### src/rtl/core/adsr_envelope_generator_macros.svh
// Assertion macros for the ADSR envelope generator.
`ifndef ADSR_ENVELOPE_GENERATOR_MACROS_SVH
`define ADSR_ENVELOPE_GENERATOR_MACROS_SVH
`ifndef SYNTHESIS
// Same-cycle implication, checked on every clock edge out of reset.
`define AEG_ASSERT_IMPL(label, ante, cons) \
    label: assert property (@(posedge clk) disable iff (!rst_n) (ante) |-> (cons)) \
        else $error("envelope generator check failed");
// Next-cycle implication, checked on every clock edge out of reset.
`define AEG_ASSERT_NEXT(label, ante, cons) \
    label: assert property (@(posedge clk) disable iff (!rst_n) (ante) |=> (cons)) \
        else $error("envelope generator check failed");
`else
`define AEG_ASSERT_IMPL(label, ante, cons)
`define AEG_ASSERT_NEXT(label, ante, cons)
`endif
`endif

### src/rtl/core/aeg_pkg.sv
// Shared types and constants of the ADSR envelope generator.
`timescale 1ns / 1ps

package aeg_pkg;

    localparam int CFG_IDX_W  = 3;
    localparam int CFG_DATA_W = 24;
    localparam int TIME_W     = 24;
    localparam int LEVEL_W    = 16;
    localparam int OPEN_W     = 26;
    localparam int CLOSED_W   = 25;

    // Divider: 16 quotient bits, 24-bit divisor, 40-bit dividend
    localparam int Q_W   = 16;
    localparam int DEN_W = 24;
    localparam int NUM_W = DEN_W + Q_W;
    localparam int CNT_W = $clog2(Q_W + 1);

    localparam int FULL_SCALE = 32768;
    localparam logic [LEVEL_W-1:0]  FULL_SCALE16 = 16'h8000;
    localparam logic [OPEN_W-1:0]   OPEN_MAX     = 26'h3FF_FFFF;
    localparam logic [CLOSED_W-1:0] CLOSED_MAX   = 25'h1FF_FFFF;

    localparam logic [CFG_IDX_W-1:0] CFG_ATTACK    = 3'd0;
    localparam logic [CFG_IDX_W-1:0] CFG_DECAY     = 3'd1;
    localparam logic [CFG_IDX_W-1:0] CFG_SUSTAIN   = 3'd2;
    localparam logic [CFG_IDX_W-1:0] CFG_RELEASE   = 3'd3;
    localparam logic [CFG_IDX_W-1:0] CFG_RETRIGGER = 3'd4;

    typedef enum logic [2:0] {
        PH_CLOSED  = 3'd0,
        PH_ATTACK  = 3'd1,
        PH_DECAY   = 3'd2,
        PH_SUSTAIN = 3'd3,
        PH_RELEASE = 3'd4
    } phase_t;

    typedef enum logic [3:0] {
        ST_IDLE,
        ST_EVAL,
        ST_MUL,
        ST_LDIV_LVL,
        ST_DIV_LVL,
        ST_LEVEL,
        ST_WIN,
        ST_DONE
    } state_t;

    typedef struct packed {
        logic capture;
        logic eval;
        logic mul;
        logic div_start;
        logic level_take;
        logic win_update;
        logic out_load;
    } cmd_t;

    typedef struct packed {
        logic div_done;
    } stat_t;

endpackage

### src/rtl/core/aeg_div.sv
// Radix-2 restoring divider, one quotient bit per cycle.
`timescale 1ns / 1ps

module aeg_div import aeg_pkg::*;
(
    input  logic             clk,
    input  logic             rst_n,
    input  logic             start,
    input  logic [NUM_W-1:0] num,
    input  logic [DEN_W-1:0] den,
    output logic [Q_W-1:0]   quot,
    output logic             done
);

    logic [DEN_W-1:0] rem_reg;
    logic [Q_W-1:0]   shf_reg;
    logic [DEN_W-1:0] den_reg;
    logic [CNT_W-1:0] cnt_reg;

    logic [DEN_W:0] trial;
    logic [DEN_W:0] diff;
    logic           fits;

    // The dividend is known to be below den * 2^Q_W, so the top part starts below den
    assign trial = {rem_reg, shf_reg[Q_W-1]};
    assign diff  = trial - {1'b0, den_reg};
    assign fits  = trial >= {1'b0, den_reg};

    always_ff @(posedge clk or negedge rst_n)
    begin
        if (!rst_n)
        begin
            cnt_reg <= '0;
        end
        else if (start)
        begin
            cnt_reg <= CNT_W'(Q_W);
        end
        else if (cnt_reg != '0)
        begin
            cnt_reg <= cnt_reg - CNT_W'(1);
        end
    end

    always_ff @(posedge clk)
    begin
        if (start)
        begin
            rem_reg <= num[NUM_W-1:Q_W];
            shf_reg <= num[Q_W-1:0];
            den_reg <= den;
        end
        else if (cnt_reg != '0)
        begin
            rem_reg <= fits ? diff[DEN_W-1:0] : trial[DEN_W-1:0];
            shf_reg <= {shf_reg[Q_W-2:0], fits};
        end
    end

    assign quot = shf_reg;
    assign done = (cnt_reg == CNT_W'(1));

endmodule

### src/rtl/core/aeg_ctrl.sv
// Sequencing state machine of the envelope generator.
`timescale 1ns / 1ps

module aeg_ctrl import aeg_pkg::*;
(
    input  logic  clk,
    input  logic  rst_n,
    input  logic  in_valid,
    output logic  in_stall,
    output logic  out_valid,
    input  logic  out_stall,
    input  stat_t stat,
    output cmd_t  cmd
);

    state_t state_reg;
    state_t state_next;
    logic   out_valid_reg;
    logic   out_valid_next;
    logic   out_free;

    assign out_free = !out_valid_reg || !out_stall;

    always_comb
    begin
        state_next = state_reg;
        case (state_reg)
            ST_IDLE:     if (in_valid) state_next = ST_EVAL;
            ST_EVAL:     state_next = ST_MUL;
            ST_MUL:      state_next = ST_LDIV_LVL;
            ST_LDIV_LVL: state_next = ST_DIV_LVL;
            ST_DIV_LVL:  if (stat.div_done) state_next = ST_LEVEL;
            ST_LEVEL:    state_next = ST_WIN;
            ST_WIN:      state_next = ST_DONE;
            ST_DONE:     if (out_free) state_next = ST_IDLE;
            default:     state_next = ST_IDLE;
        endcase
    end

    always_comb
    begin
        cmd            = '0;
        in_stall       = 1'b1;
        out_valid_next = out_valid_reg && out_stall;
        case (state_reg)
            ST_IDLE:
            begin
                in_stall    = 1'b0;
                cmd.capture = in_valid;
            end
            ST_EVAL:     cmd.eval = 1'b1;
            ST_MUL:      cmd.mul = 1'b1;
            ST_LDIV_LVL: cmd.div_start = 1'b1;
            ST_LEVEL:    cmd.level_take = 1'b1;
            ST_WIN:      cmd.win_update = 1'b1;
            ST_DONE:
            begin
                cmd.out_load = out_free;
                if (out_free)
                begin
                    out_valid_next = 1'b1;
                end
            end
            default:
            begin
                cmd = '0;
            end
        endcase
    end

    always_ff @(posedge clk or negedge rst_n)
    begin
        if (!rst_n)
        begin
            state_reg     <= ST_IDLE;
            out_valid_reg <= 1'b0;
        end
        else
        begin
            state_reg     <= state_next;
            out_valid_reg <= out_valid_next;
        end
    end

    assign out_valid = out_valid_reg;

endmodule

### src/rtl/core/aeg_datapath.sv
// Envelope counters, level arithmetic, smoothing window and result register.
`timescale 1ns / 1ps

module aeg_datapath import aeg_pkg::*;
#(
    parameter int WINDOW = 16
)
(
    input  logic                  clk,
    input  logic                  rst_n,
    input  logic                  cfg_we,
    input  logic [CFG_IDX_W-1:0]  cfg_index,
    input  logic [CFG_DATA_W-1:0] cfg_data,
    input  logic                  gate,
    input  cmd_t                  cmd,
    output stat_t                 stat,
    output logic [LEVEL_W-1:0]    level,
    output logic [2:0]            phase
);

    localparam int SLOT_W = (WINDOW > 1) ? $clog2(WINDOW) : 1;
    localparam int SUM_W  = $clog2(WINDOW * FULL_SCALE + 1);
    localparam logic [SLOT_W-1:0] SLOT_LAST = SLOT_W'(WINDOW - 1);
    // Window average as a multiply by the rounded-up reciprocal; exact for every sum
    localparam int AVG_SHIFT = SUM_W + $clog2(WINDOW);
    localparam int AVG_W     = 2 * SUM_W + 1;
    localparam logic [SUM_W:0] AVG_RECIP =
        (SUM_W + 1)'(((64'd1 << AVG_SHIFT) + 64'(WINDOW) - 64'd1) / 64'(WINDOW));

    // Configuration
    logic [TIME_W-1:0]  attack_reg;
    logic [TIME_W-1:0]  decay_reg;
    logic [LEVEL_W-1:0] sustain_reg;
    logic [TIME_W-1:0]  release_reg;
    logic               retrig_reg;

    // Envelope state
    logic                gate_reg;
    logic                is_open_reg;
    logic                is_open_next;
    logic [OPEN_W-1:0]   open_cnt_reg;
    logic [OPEN_W-1:0]   open_cnt_next;
    logic [CLOSED_W-1:0] closed_cnt_reg;
    logic [CLOSED_W-1:0] closed_cnt_next;
    logic [LEVEL_W-1:0]  peak_reg;
    phase_t              phase_reg;
    phase_t              phase_next;

    logic                open_mid;
    logic [OPEN_W-1:0]   oc_mid;
    logic [CLOSED_W-1:0] cc_mid;
    logic                peak_clr;
    logic [TIME_W:0]     ad_sum;

    // Level arithmetic
    logic [LEVEL_W-1:0]       sus_clip;
    logic [OPEN_W-1:0]        oc_off;
    logic [CLOSED_W-1:0]      rel_left;
    logic [LEVEL_W-1:0]       mul_a;
    logic [TIME_W-1:0]        mul_b;
    logic [DEN_W-1:0]         lvl_den;
    logic [NUM_W-1:0]         mul_p;
    logic [NUM_W-1:0]         prod_reg;
    logic [DEN_W-1:0]         lvl_den_reg;
    logic [LEVEL_W-1:0]       level_reg;
    logic [LEVEL_W-1:0]       level_next;

    // Divider
    logic [NUM_W-1:0]   div_num;
    logic [DEN_W-1:0]   div_den;
    logic [Q_W-1:0]     div_q;
    logic               div_done;

    // Smoothing window
    logic [LEVEL_W-1:0] win_mem [0:WINDOW-1];
    logic [LEVEL_W-1:0] rd_data_reg;
    logic [WINDOW-1:0]  valid_reg;
    logic [SLOT_W-1:0]  slot_reg;
    logic [SUM_W-1:0]   sum_reg;
    logic [SUM_W-1:0]   sum_next;
    logic [LEVEL_W-1:0] old_level;
    logic [AVG_W-1:0]   avg_prod;
    logic [LEVEL_W-1:0] avg_q;

    // Result register
    logic [LEVEL_W-1:0] level_out_reg;
    phase_t             phase_out_reg;

    always_ff @(posedge clk or negedge rst_n)
    begin
        if (!rst_n)
        begin
            attack_reg  <= '0;
            decay_reg   <= '0;
            sustain_reg <= FULL_SCALE16;
            release_reg <= '0;
            retrig_reg  <= 1'b0;
        end
        else if (cfg_we)
        begin
            case (cfg_index)
                CFG_ATTACK:    attack_reg  <= cfg_data;
                CFG_DECAY:     decay_reg   <= cfg_data;
                CFG_SUSTAIN:   sustain_reg <= cfg_data[LEVEL_W-1:0];
                CFG_RELEASE:   release_reg <= cfg_data;
                CFG_RETRIGGER: retrig_reg  <= cfg_data[0];
                default:       retrig_reg  <= retrig_reg;
            endcase
        end
    end

    always_ff @(posedge clk)
    begin
        if (cmd.capture)
        begin
            gate_reg <= gate;
        end
    end

    assign ad_sum = {1'b0, attack_reg} + {1'b0, decay_reg};

    // Gate edges first, then advance the running counter and pick the phase
    always_comb
    begin
        open_mid = is_open_reg;
        oc_mid   = open_cnt_reg;
        cc_mid   = closed_cnt_reg;
        peak_clr = 1'b0;
        if (is_open_reg && !gate_reg)
        begin
            open_mid = 1'b0;
            cc_mid   = '0;
        end
        else if (!is_open_reg && gate_reg)
        begin
            if (retrig_reg)
            begin
                oc_mid = '0;
            end
            open_mid = 1'b1;
            peak_clr = 1'b1;
        end

        is_open_next    = open_mid;
        open_cnt_next   = oc_mid;
        closed_cnt_next = cc_mid;
        phase_next      = PH_CLOSED;
        if (open_mid)
        begin
            if (oc_mid != OPEN_MAX)
            begin
                open_cnt_next = oc_mid + OPEN_W'(1);
            end
            phase_next = PH_ATTACK;
            if (open_cnt_next > OPEN_W'(attack_reg))
            begin
                phase_next = PH_DECAY;
            end
            if (open_cnt_next > OPEN_W'(ad_sum))
            begin
                phase_next = PH_SUSTAIN;
            end
        end
        else if (oc_mid != '0)
        begin
            if (cc_mid != CLOSED_MAX)
            begin
                closed_cnt_next = cc_mid + CLOSED_W'(1);
            end
            phase_next = PH_RELEASE;
            if (closed_cnt_next > CLOSED_W'(release_reg))
            begin
                phase_next    = PH_CLOSED;
                open_cnt_next = '0;
            end
        end
    end

    // Operands of the level product and its divisor; a zero-length phase is never selected
    always_comb
    begin
        sus_clip = (sustain_reg > FULL_SCALE16) ? FULL_SCALE16 : sustain_reg;
        oc_off   = open_cnt_reg - OPEN_W'(attack_reg);
        rel_left = CLOSED_W'(release_reg) - closed_cnt_reg;
        case (phase_reg)
            PH_ATTACK:
            begin
                mul_a   = FULL_SCALE16;
                mul_b   = open_cnt_reg[TIME_W-1:0];
                lvl_den = attack_reg;
            end
            PH_DECAY:
            begin
                mul_a   = FULL_SCALE16 - sus_clip;
                mul_b   = oc_off[TIME_W-1:0];
                lvl_den = decay_reg;
            end
            PH_SUSTAIN:
            begin
                mul_a   = sus_clip;
                mul_b   = TIME_W'(1);
                lvl_den = DEN_W'(1);
            end
            PH_RELEASE:
            begin
                mul_a   = peak_reg;
                mul_b   = rel_left[TIME_W-1:0];
                lvl_den = release_reg;
            end
            default:
            begin
                mul_a   = '0;
                mul_b   = '0;
                lvl_den = DEN_W'(1);
            end
        endcase
    end

    assign mul_p = NUM_W'(mul_a) * NUM_W'(mul_b);

    always_ff @(posedge clk)
    begin
        if (cmd.mul)
        begin
            prod_reg    <= mul_p;
            lvl_den_reg <= lvl_den;
        end
    end

    assign div_num = prod_reg;
    assign div_den = lvl_den_reg;

    aeg_div u_div
    (
        .clk   (clk),
        .rst_n (rst_n),
        .start (cmd.div_start),
        .num   (div_num),
        .den   (div_den),
        .quot  (div_q),
        .done  (div_done)
    );

    assign stat.div_done = div_done;

    assign level_next = (phase_reg == PH_DECAY) ? (FULL_SCALE16 - div_q) : div_q;

    always_ff @(posedge clk)
    begin
        if (cmd.level_take)
        begin
            level_reg <= level_next;
        end
    end

    always_ff @(posedge clk or negedge rst_n)
    begin
        if (!rst_n)
        begin
            is_open_reg    <= 1'b0;
            open_cnt_reg   <= '0;
            closed_cnt_reg <= '0;
            peak_reg       <= '0;
            phase_reg      <= PH_CLOSED;
        end
        else if (cmd.eval)
        begin
            is_open_reg    <= is_open_next;
            open_cnt_reg   <= open_cnt_next;
            closed_cnt_reg <= closed_cnt_next;
            phase_reg      <= phase_next;
            if (peak_clr)
            begin
                peak_reg <= '0;
            end
        end
        else if (cmd.level_take && (phase_reg == PH_ATTACK || phase_reg == PH_DECAY ||
                 phase_reg == PH_SUSTAIN))
        begin
            peak_reg <= level_next;
        end
    end

    // Window store: an entry not yet written reads as zero
    always_ff @(posedge clk)
    begin
        if (cmd.win_update)
        begin
            win_mem[slot_reg] <= level_reg;
        end
        rd_data_reg <= win_mem[slot_reg];
    end

    assign old_level = valid_reg[slot_reg] ? rd_data_reg : '0;
    assign sum_next  = sum_reg - SUM_W'(old_level) + SUM_W'(level_reg);

    always_ff @(posedge clk or negedge rst_n)
    begin
        if (!rst_n)
        begin
            valid_reg <= '0;
            slot_reg  <= '0;
            sum_reg   <= '0;
        end
        else if (cmd.win_update)
        begin
            valid_reg[slot_reg] <= 1'b1;
            slot_reg            <= (slot_reg == SLOT_LAST) ? '0 : slot_reg + SLOT_W'(1);
            sum_reg             <= sum_next;
        end
    end

    assign avg_prod = AVG_W'(sum_reg) * AVG_W'(AVG_RECIP);
    assign avg_q    = avg_prod[AVG_SHIFT +: LEVEL_W];

    always_ff @(posedge clk)
    begin
        if (cmd.out_load)
        begin
            level_out_reg <= avg_q;
            phase_out_reg <= phase_reg;
        end
    end

    assign level = level_out_reg;
    assign phase = phase_out_reg;

endmodule

### src/rtl/core/adsr_envelope_generator.sv
// Top level of the linear ADSR envelope generator with moving-average smoothing.
`timescale 1ns / 1ps
//
//  channel   direction  handshake               payload
//  --------  ---------  ----------------------  ---------------------------------
//  in        sink       in_valid / in_stall     gate
//  out       source     out_valid / out_stall   level (Q1.15), phase
//  cfg       sink       cfg_valid / cfg_ready   cfg_index, cfg_data
//
//  Each item passes through evaluate, multiply, divider start, division, level
//  capture, window update and result load; the next item is accepted only in idle.
//  The level quotient comes from a 16-step pass of the radix-2 divider; the window
//  average is a reciprocal multiply in the cycle that loads the result register.
//  rst_n is asynchronous and clears control state, counters and window valid bits;
//  configuration returns to attack/decay/release 0, sustain full scale, no retrigger.
//  A stalled output holds in the result register while the next item is accepted;
//  a finished item waits only if the previous result is still untaken.
//  cfg_ready is always high; write configuration only while no item is in flight.
//
`include "adsr_envelope_generator_macros.svh"

module adsr_envelope_generator import aeg_pkg::*;
#(
    parameter int WINDOW = 16
)
(
    input  logic                  clk,
    input  logic                  rst_n,

    input  logic                  in_valid,
    output logic                  in_stall,
    input  logic                  gate,

    output logic                  out_valid,
    input  logic                  out_stall,
    output logic [LEVEL_W-1:0]    level,
    output logic [2:0]            phase,

    input  logic                  cfg_valid,
    output logic                  cfg_ready,
    input  logic [CFG_IDX_W-1:0]  cfg_index,
    input  logic [CFG_DATA_W-1:0] cfg_data
);

    cmd_t  cmd;
    stat_t stat;
    logic  cfg_we;

    // Registers take a write in any cycle
    assign cfg_ready = 1'b1;
    assign cfg_we    = cfg_valid && cfg_ready;

    // Sequence one item at a time through evaluate, multiply, divide, smooth, average
    aeg_ctrl u_ctrl
    (
        .clk       (clk),
        .rst_n     (rst_n),
        .in_valid  (in_valid),
        .in_stall  (in_stall),
        .out_valid (out_valid),
        .out_stall (out_stall),
        .stat      (stat),
        .cmd       (cmd)
    );

    // Hold envelope state, window store and result register
    aeg_datapath #(
        .WINDOW (WINDOW)
    ) u_datapath
    (
        .clk       (clk),
        .rst_n     (rst_n),
        .cfg_we    (cfg_we),
        .cfg_index (cfg_index),
        .cfg_data  (cfg_data),
        .gate      (gate),
        .cmd       (cmd),
        .stat      (stat),
        .level     (level),
        .phase     (phase)
    );

    // An accepted item blocks the input for at least the following cycle
    `AEG_ASSERT_NEXT(a_busy_after_accept, in_valid && !in_stall, in_stall)
    // The smoothed level never exceeds full scale
    `AEG_ASSERT_IMPL(a_level_range, out_valid, level <= FULL_SCALE16)
    // A fresh result only appears out of a busy cycle
    `AEG_ASSERT_IMPL(a_result_from_busy, $rose(out_valid), $past(in_stall))

endmodule
### config.mk
export PLATFORM = sky130hd
export DESIGN_NAME = adsr_envelope_generator
export DESIGN_NICKNAME = d
export VERILOG_FILES = /design/src/rtl/core/aeg_pkg.sv /design/src/rtl/core/aeg_div.sv /design/src/rtl/core/aeg_ctrl.sv /design/src/rtl/core/aeg_datapath.sv /design/src/rtl/core/adsr_envelope_generator.sv
export VERILOG_INCLUDE_DIRS = /design/src /design/src/rtl/core
export SDC_FILE = /design/constraint.sdc
export NUM_CORES = 2
export LEC_CHECK = 0
export BUFFER_PORTS_ARGS = -buffer_cell sky130_fd_sc_hd__buf_2
export CAP_MARGIN = 20
export CORE_MARGIN = 2
export CORE_UTILIZATION = 55
export DETAILED_ROUTE_END_ITERATION = 12
export GPL_ROUTABILITY_DRIVEN = 1
export HOLD_SLACK_MARGIN = 0.02
export PLACE_DENSITY_LB_ADDON = 0.08
export SLEW_MARGIN = 20
export SYNTH_ARGS = -nofsm -noshare
export SYNTH_HDL_FRONTEND = slang
export SYNTH_SLANG_ARGS = --single-unit
### constraint.sdc
create_clock -name clk -period 10.2 [get_ports clk]
set_input_delay 2.04 -clock clk [delete_from_list [all_inputs] [get_ports clk]]
set_output_delay 2.04 -clock clk [all_outputs]
set_load 0.02 [all_outputs]
# Yosys cells after proc, flatten, opt, wreduce, memory -nomap -nowiden
# Memory sizes are Yosys's and may differ from the RTL's. A register that Yosys moved wholly into a read port is not among the register bits.
# Index checks and enable logic that the tools add are counted.
# word_totals
ramBits	256
memories	1
ff_bits	374
in_bits	33
# classes
addsub	12
n_bitwise	1
n_mul	1
magnitude_cmp	7
mux	60
reduce_logical	25
eq_ne	23
# memory_table
name	words	width	read_ports	rd_clocked_by_memory_dff	write_ports	line	text
u_datapath.win_mem	16	16	1	1	1	aeg_datapath.sv:75	logic [LEVEL_W-1:0] win_mem [0:WINDOW-1];
# op_table
cell	count
2-to-1 mux 26 bit	8
2-to-1 mux 25 bit	6
2-to-1 mux 16 bit	8
case mux 24 bit (4 select lines)	1
2-to-1 mux 24 bit	3
case mux 24 bit (3 select lines)	1
subtractor 24 bit	3
case mux 16 bit (4 select lines)	1
multiplier 16 x 24 -> 40 bit	1
case mux 4 bit (8 select lines)	1
subtractor 16 bit, first input constant	2
adder 26 x 1 -> 26 bit, second input constant	1
> comparator 26 x 24 -> 1 bit	1
> comparator 26 x 25 -> 1 bit	1
!= test 26 bit, second input constant	1
nonzero test 26 bit	1
adder 24 x 24 -> 25 bit	1
adder 25 x 1 -> 25 bit, second input constant	1
>= comparator 25 x 24 -> 1 bit	1
> comparator 25 x 24 -> 1 bit	1
!= test 25 bit, second input constant	1
adder 20 x 16 -> 20 bit	1
subtractor 20 x 16 -> 20 bit	1
2-to-1 mux 1 bit	18
other kinds (31)	64

# Depth between registers and ports, before layout
# logic_depth
word_depth	11
ltp_mapped	36

# Cells and area by module
# A second synthesis with hierarchy kept.
# unflattened
hier_cells	4512
hier_area_um2	47942.2
# modules_own_cells
module	area_each_um2	instances	cells_each
aeg_datapath	43319.0	1	4085
aeg_div	4350.4	1	395
aeg_ctrl	261.5	1	30
adsr_envelope_generator	11.3	1	2

# Worst setup path before layout
# OpenSTA, ideal clock, no wires.
# synth_timing
path_kind	register to register
start	reg u_datapath.closed_cnt_reg[1]
end	reg u_datapath.prod_reg[37], in the netlist u_datapath.div_num[37] (data pin)
arrival_time_ns	8.083
setup_ns	0.262
stages_incl_launch_ff	34
synth_period_minus_slack_ns	8.346
path_slack_ns	1.854
required_time_ns	9.938
cell_sequence	dfrtp_1 -> inv_1 -> ha_1 -> nor2b_1 -> o31a_1 -> o41a_1 -> a221o_1 -> a31oi_1 -> xnor2_1 -> a22oi_1 -> o21ai_0 -> clkbuf_1 -> nand2_1 -> fa_1 -> inv_1 -> fa_1 -> inv_1 -> fa_1 -> inv_1 -> fa_1 -> inv_1 -> fa_1 -> inv_1 -> fa_1 -> ha_1 -> nand4_1 -> nor2_1 -> nand2_1 -> o21ai_0 -> nand3_1 -> o311a_1 -> a31oi_1 -> mux2i_1 -> nand3_1
# synth_via
elab_chain_cells	3
# synth_lines
element	line	text
start, declared	aeg_datapath.sv:43	logic [CLOSED_W-1:0] closed_cnt_reg;
start signal, assigned	aeg_datapath.sv:270	closed_cnt_reg <= closed_cnt_next;
subtractor 24 bit	aeg_datapath.sv:184	rel_left = CLOSED_W'(release_reg) - closed_cnt_reg;
case mux 24 bit (4 select lines)	aeg_datapath.sv:185	case (phase_reg)
multiplier 16 x 24 -> 40 bit	aeg_datapath.sv:219	assign mul_p = NUM_W'(mul_a) * NUM_W'(mul_b);
via u_datapath.mul_p[37]	aeg_datapath.sv:62	logic [NUM_W-1:0] mul_p;
end signal, assigned	aeg_datapath.sv:225	prod_reg <= mul_p;
end, declared	aeg_datapath.sv:63	logic [NUM_W-1:0] prod_reg;
# The timed path passes the listed nets, and every way through them passes these cells.
# A chain may end at the register's enable or synchronous reset.

# Final worst setup path
# layout_timing
start	reg u_datapath.release_reg[0]
end	reg u_datapath.prod_reg[39], in the netlist u_datapath.div_num[39] (data pin)
# layout_via
elab_chain_cells	3
# layout_lines
element	line	text
start, declared	aeg_datapath.sv:34	logic [TIME_W-1:0] release_reg;
start signal, assigned	aeg_datapath.sv:105	CFG_RELEASE: release_reg <= cfg_data;
subtractor 24 bit	aeg_datapath.sv:184	
case mux 24 bit (4 select lines)	aeg_datapath.sv:185	
multiplier 16 x 24 -> 40 bit	aeg_datapath.sv:219	
via u_datapath.mul_p[39]	aeg_datapath.sv:62	
# The timed path passes the listed nets, and every way through them passes these cells.

==> reports/results.txt <==
GRT Residual Overflow: 0
Yosys Warn Count: 0
Int Pwr: 8180 uW
Largest register FFs: 256
die area: 87600 um^2
CP Launch Point: u_datapath.release_reg[0]$_DFFE_PN0P_
clock slew seen by the registers of the worst setup and hold paths: 0.06 ns
first-pass GRT wire length: 206 mm
Clock Latency Late Sink: 0.64 ns
Least-Margin Pin Slew: 1.17 ns
Worst Path Arrival: 9.87 ns
Avg WL per Cell: 23.9 um
area share of the largest cell type after synthesis: 26.9%
Die Wd: 296 um
CP top delay family: adder cells
hold buffers post-CTS: 0
async set or reset register ratio after synthesis: 32.4%
sequential power share: 28.8%
Worst Path Buf+Inv: 7
DP HPWL: 104 mm
crit path launch type: register
Hold Path Sink: u_datapath.u_div.den_reg[23]$_DFFE_PP_
hold path cells: 0
largest family of logic cells by synthesized area: adder cells
Port-buffer cells: 53
Synth Cell Area: 46900 um^2
Die Y: 296 um
row count: 107
hold path start: u_datapath.div_den[23]$_DFFE_PN_
final WL: 136 mm
Fin. Hold Viols: 0
Pre-Repair DR Iteration Count: 6
H-tree Lvls: 3
maximum fanout along the worst path: 10
maximum VDD drop: 0.238 mV
CTS max path bufs: 3
total chip power: 14500 uW
Mapped Cells: 4416
cell leakage power: 0.0223 uW
xor and xnor area share after synthesis: 3.62%
Critical Path Max Stage Delay: 0.57 ns
Num CTS Buffers: 72
Via density: 5.94
r2r endpoint: u_datapath.div_num[39]$_DFFE_PN_
footprint of the multi-input gates: 26000 um^2
Slew Viols, Final: 0
drt initial violations: 2984
Worst setup EP type: register
area leader, netlist: edfxtp_1
Comb pwr share: 53.1%
Clock Sinks: 645
CTS resizes: 0
WHS: 0.409 ns
CP Class: reg2reg
share of post-route cells with drive strength above 1: 10.9%
num ports: 55
FF-to-FF Start: u_datapath.release_reg[0]$_DFFE_PN0P_
Hold/Removal Path Class: reg2reg
crit share post-route: 93.3%
RSZ-0062 raised after global routing: false
Compound-Gate Fraction of Synth Area: 10.8%
TNS Setup: 0 ns
worst r2r path cells: 33
via count: 33800
worst endpoint required time: 10.55 ns
clock share of power: 18.1%
Layout fillers: 7174
post-synthesis adder-cell area fraction: 22.2%
nets: 5150
Slowest cell on crit path: fa_1
PD cells: 283 nW/um^2
post-CTS setup buffers: 0
internal reg-to-reg setup slack: 0.68 ns
status: finished clean
worst relative slew slack: 22.0%
GRT Util Overall: 31.5%
Highest Clock Rate: 105 MHz
Most used DFF post-synth: edfxtp_1
sequential area share after synthesis: 38.7%
multiplexer area fraction after synthesis: 6.35%
largest net degree at the start of global routing: 114
vias in the first global route: 33200
CTS tree: yes
top cells by area, synth: edfxtp_1, fa_1, dfrtp_1
max-capacitance violation count: 0
DRC viols: 0
clock skew after layout: 0.0344 ns
CTS root buffer: clkbuf_16
Net Sw Frac: 43.7%
Synthesized Nets: 5086
final setup vio count: 0
Antenna Nets Post-Route: 0
GPL Wtd Cong: 0.945
minimum clock period: 9.52 ns
Net Sw Power: 6340 uW
Core Area: 84900 um^2
area grow syn2layout: 9.35%
effective utilization at floorplan: 55.2%
synthesized-area fraction occupied by and/or/nand/nor cells: 12.3%
Yosys cell types: 90
antenna violations before repair: 7
Avg Cell Area, Syn: 10.6 um^2
sequential cell area: 18200 um^2
Post-synth EDFFs: 420
#FFs+latches synth: 645
-- stage by stage --
step	instances	setup slack [ns]	util, %	cell area (um^2)
after floorplan	4416	1.85	-	46900
after global placement	5546	0.876	57.5	48800
after detailed placement	5548	0.907	57.5	48800
after CTS	5681	0.828	60.4	51200
after global routing	5683	0.237	60.4	51300
final	5685	0.681	60.4	51300
-- how the worst max path moves through the flow --
stage	slack, ns	end	cells past startpoint
finish	0.68	u_datapath.div_num[39]$_DFFE_PN_	33
floorplan	1.85	u_datapath.div_num[37]$_DFFE_PN_	33
global placement	0.88	u_datapath.div_num[39]$_DFFE_PN_	32
CTS	0.83	u_datapath.div_num[39]$_DFFE_PN_	32
detailed placement	0.91	u_datapath.div_num[39]$_DFFE_PN_	32
global route	0.24	u_datapath.div_num[38]$_DFFE_PN_	32
-- power by group through the flow --
stage | clock network, uW | registers [uW] | logic, uW
finish | 2640 | 4180 | 7710
global route | 2790 | 4250 | 8450
CTS | 2680 | 4180 | 7660
detailed placement | 0 | 4220 | 7610
global placement | 0 | 4210 | 7550
floorplan | 0 | 3970 | 5350
-- cell usage after synthesis, types with 8 or more instances --
master,instances
nand3_1,64
dfrtp_1,208
nand4_1,38
ha_1,311
and3_1,29
o211ai_1,14
nor4_1,18
nor2b_1,21
buf_1,14
nor3_1,45
o21bai_1,15
a21o_1,73
dfxtp_1,16
a211oi_1,16
o31ai_1,16
a22oi_1,39
and2_1,129
nand2b_1,27
clkbuf_1,144
a2111oi_0,8
fa_1,326
o22ai_1,33
nor2_1,229
mux2i_1,31
or2_2,36
xor2_1,64
a22o_1,38
o21ai_0,190
o21a_1,32
edfxtp_1,420
a221o_1,13
a31oi_1,31
a21oi_1,193
nand2_1,529
mux4_2,85
xnor2_1,130
a221oi_1,9
nor3b_1,8
inv_1,574
mux2_2,67
or3_1,13
-- cells by family after synthesis --
logic type | after synthesis
adder cells (fa/ha/maj) | 637
flip-flops | 645
buffers and inverters | 743
AO/OA/AOI/OAI | 789
other | 1
AND/OR/NAND/NOR | 1224
XOR/XNOR | 194
multiplexers | 183
-- worst reg2reg max path, delay by kind of cell, from the launching register on --
kind / cells / cell delay [ns]
fa+ha+maj: 9 / 4.03
compound gates: 9 / 2.68
buf+inv: 7 / 0.38
xor+xnor: 2 / 0.43
simple gates: 6 / 1.31
flops: 1 / 0.39
-- placed cells by master (no fill, tap or decap), types with 23 or more instances in the layout --
master	n
a21o_1	73
a21oi_1	191
a22o_1	38
a22oi_1	39
a31oi_1	31
and2_1	128
and3_1	29
buf_2	52
buf_4	102
clkbuf_1	23
clkbuf_16	73
dfrtp_1	205
edfxtp_1	420
fa_1	326
ha_1	311
inv_1	574
mux2_2	67
mux2i_1	31
mux4_2	85
nand2_1	529
nand2b_1	27
nand3_1	63
nand4_1	38
nor2_1	225
nor3_1	44
o21a_1	32
o21ai_0	185
o22ai_1	32
or2_2	36
xnor2_1	130
xor2_1	64
-- metal layers --
layer / track usage, % / vias to the layer above / routed length [um]
met2: 50.4 / 1179 / 63400
met3: 4.59 / 235 / 9250
met5: 0 / - / 0
met4: 10.8 / 0 / 5040
met1: 44.4 / 17000 / 58400
li1: - / 15400 / -
-- layout make-up --
type                    instances  area share, %
repair buffers                158           2.10
multi-input cells            3028           50.7
flip-flops and latches        645           35.4
well taps                    1144           2.79
clock inverters                27          0.735
inverters                     575           4.21
diodes                          2        0.00976
clock buffers                 106           4.00
Power figures use the tool's default switching activity.
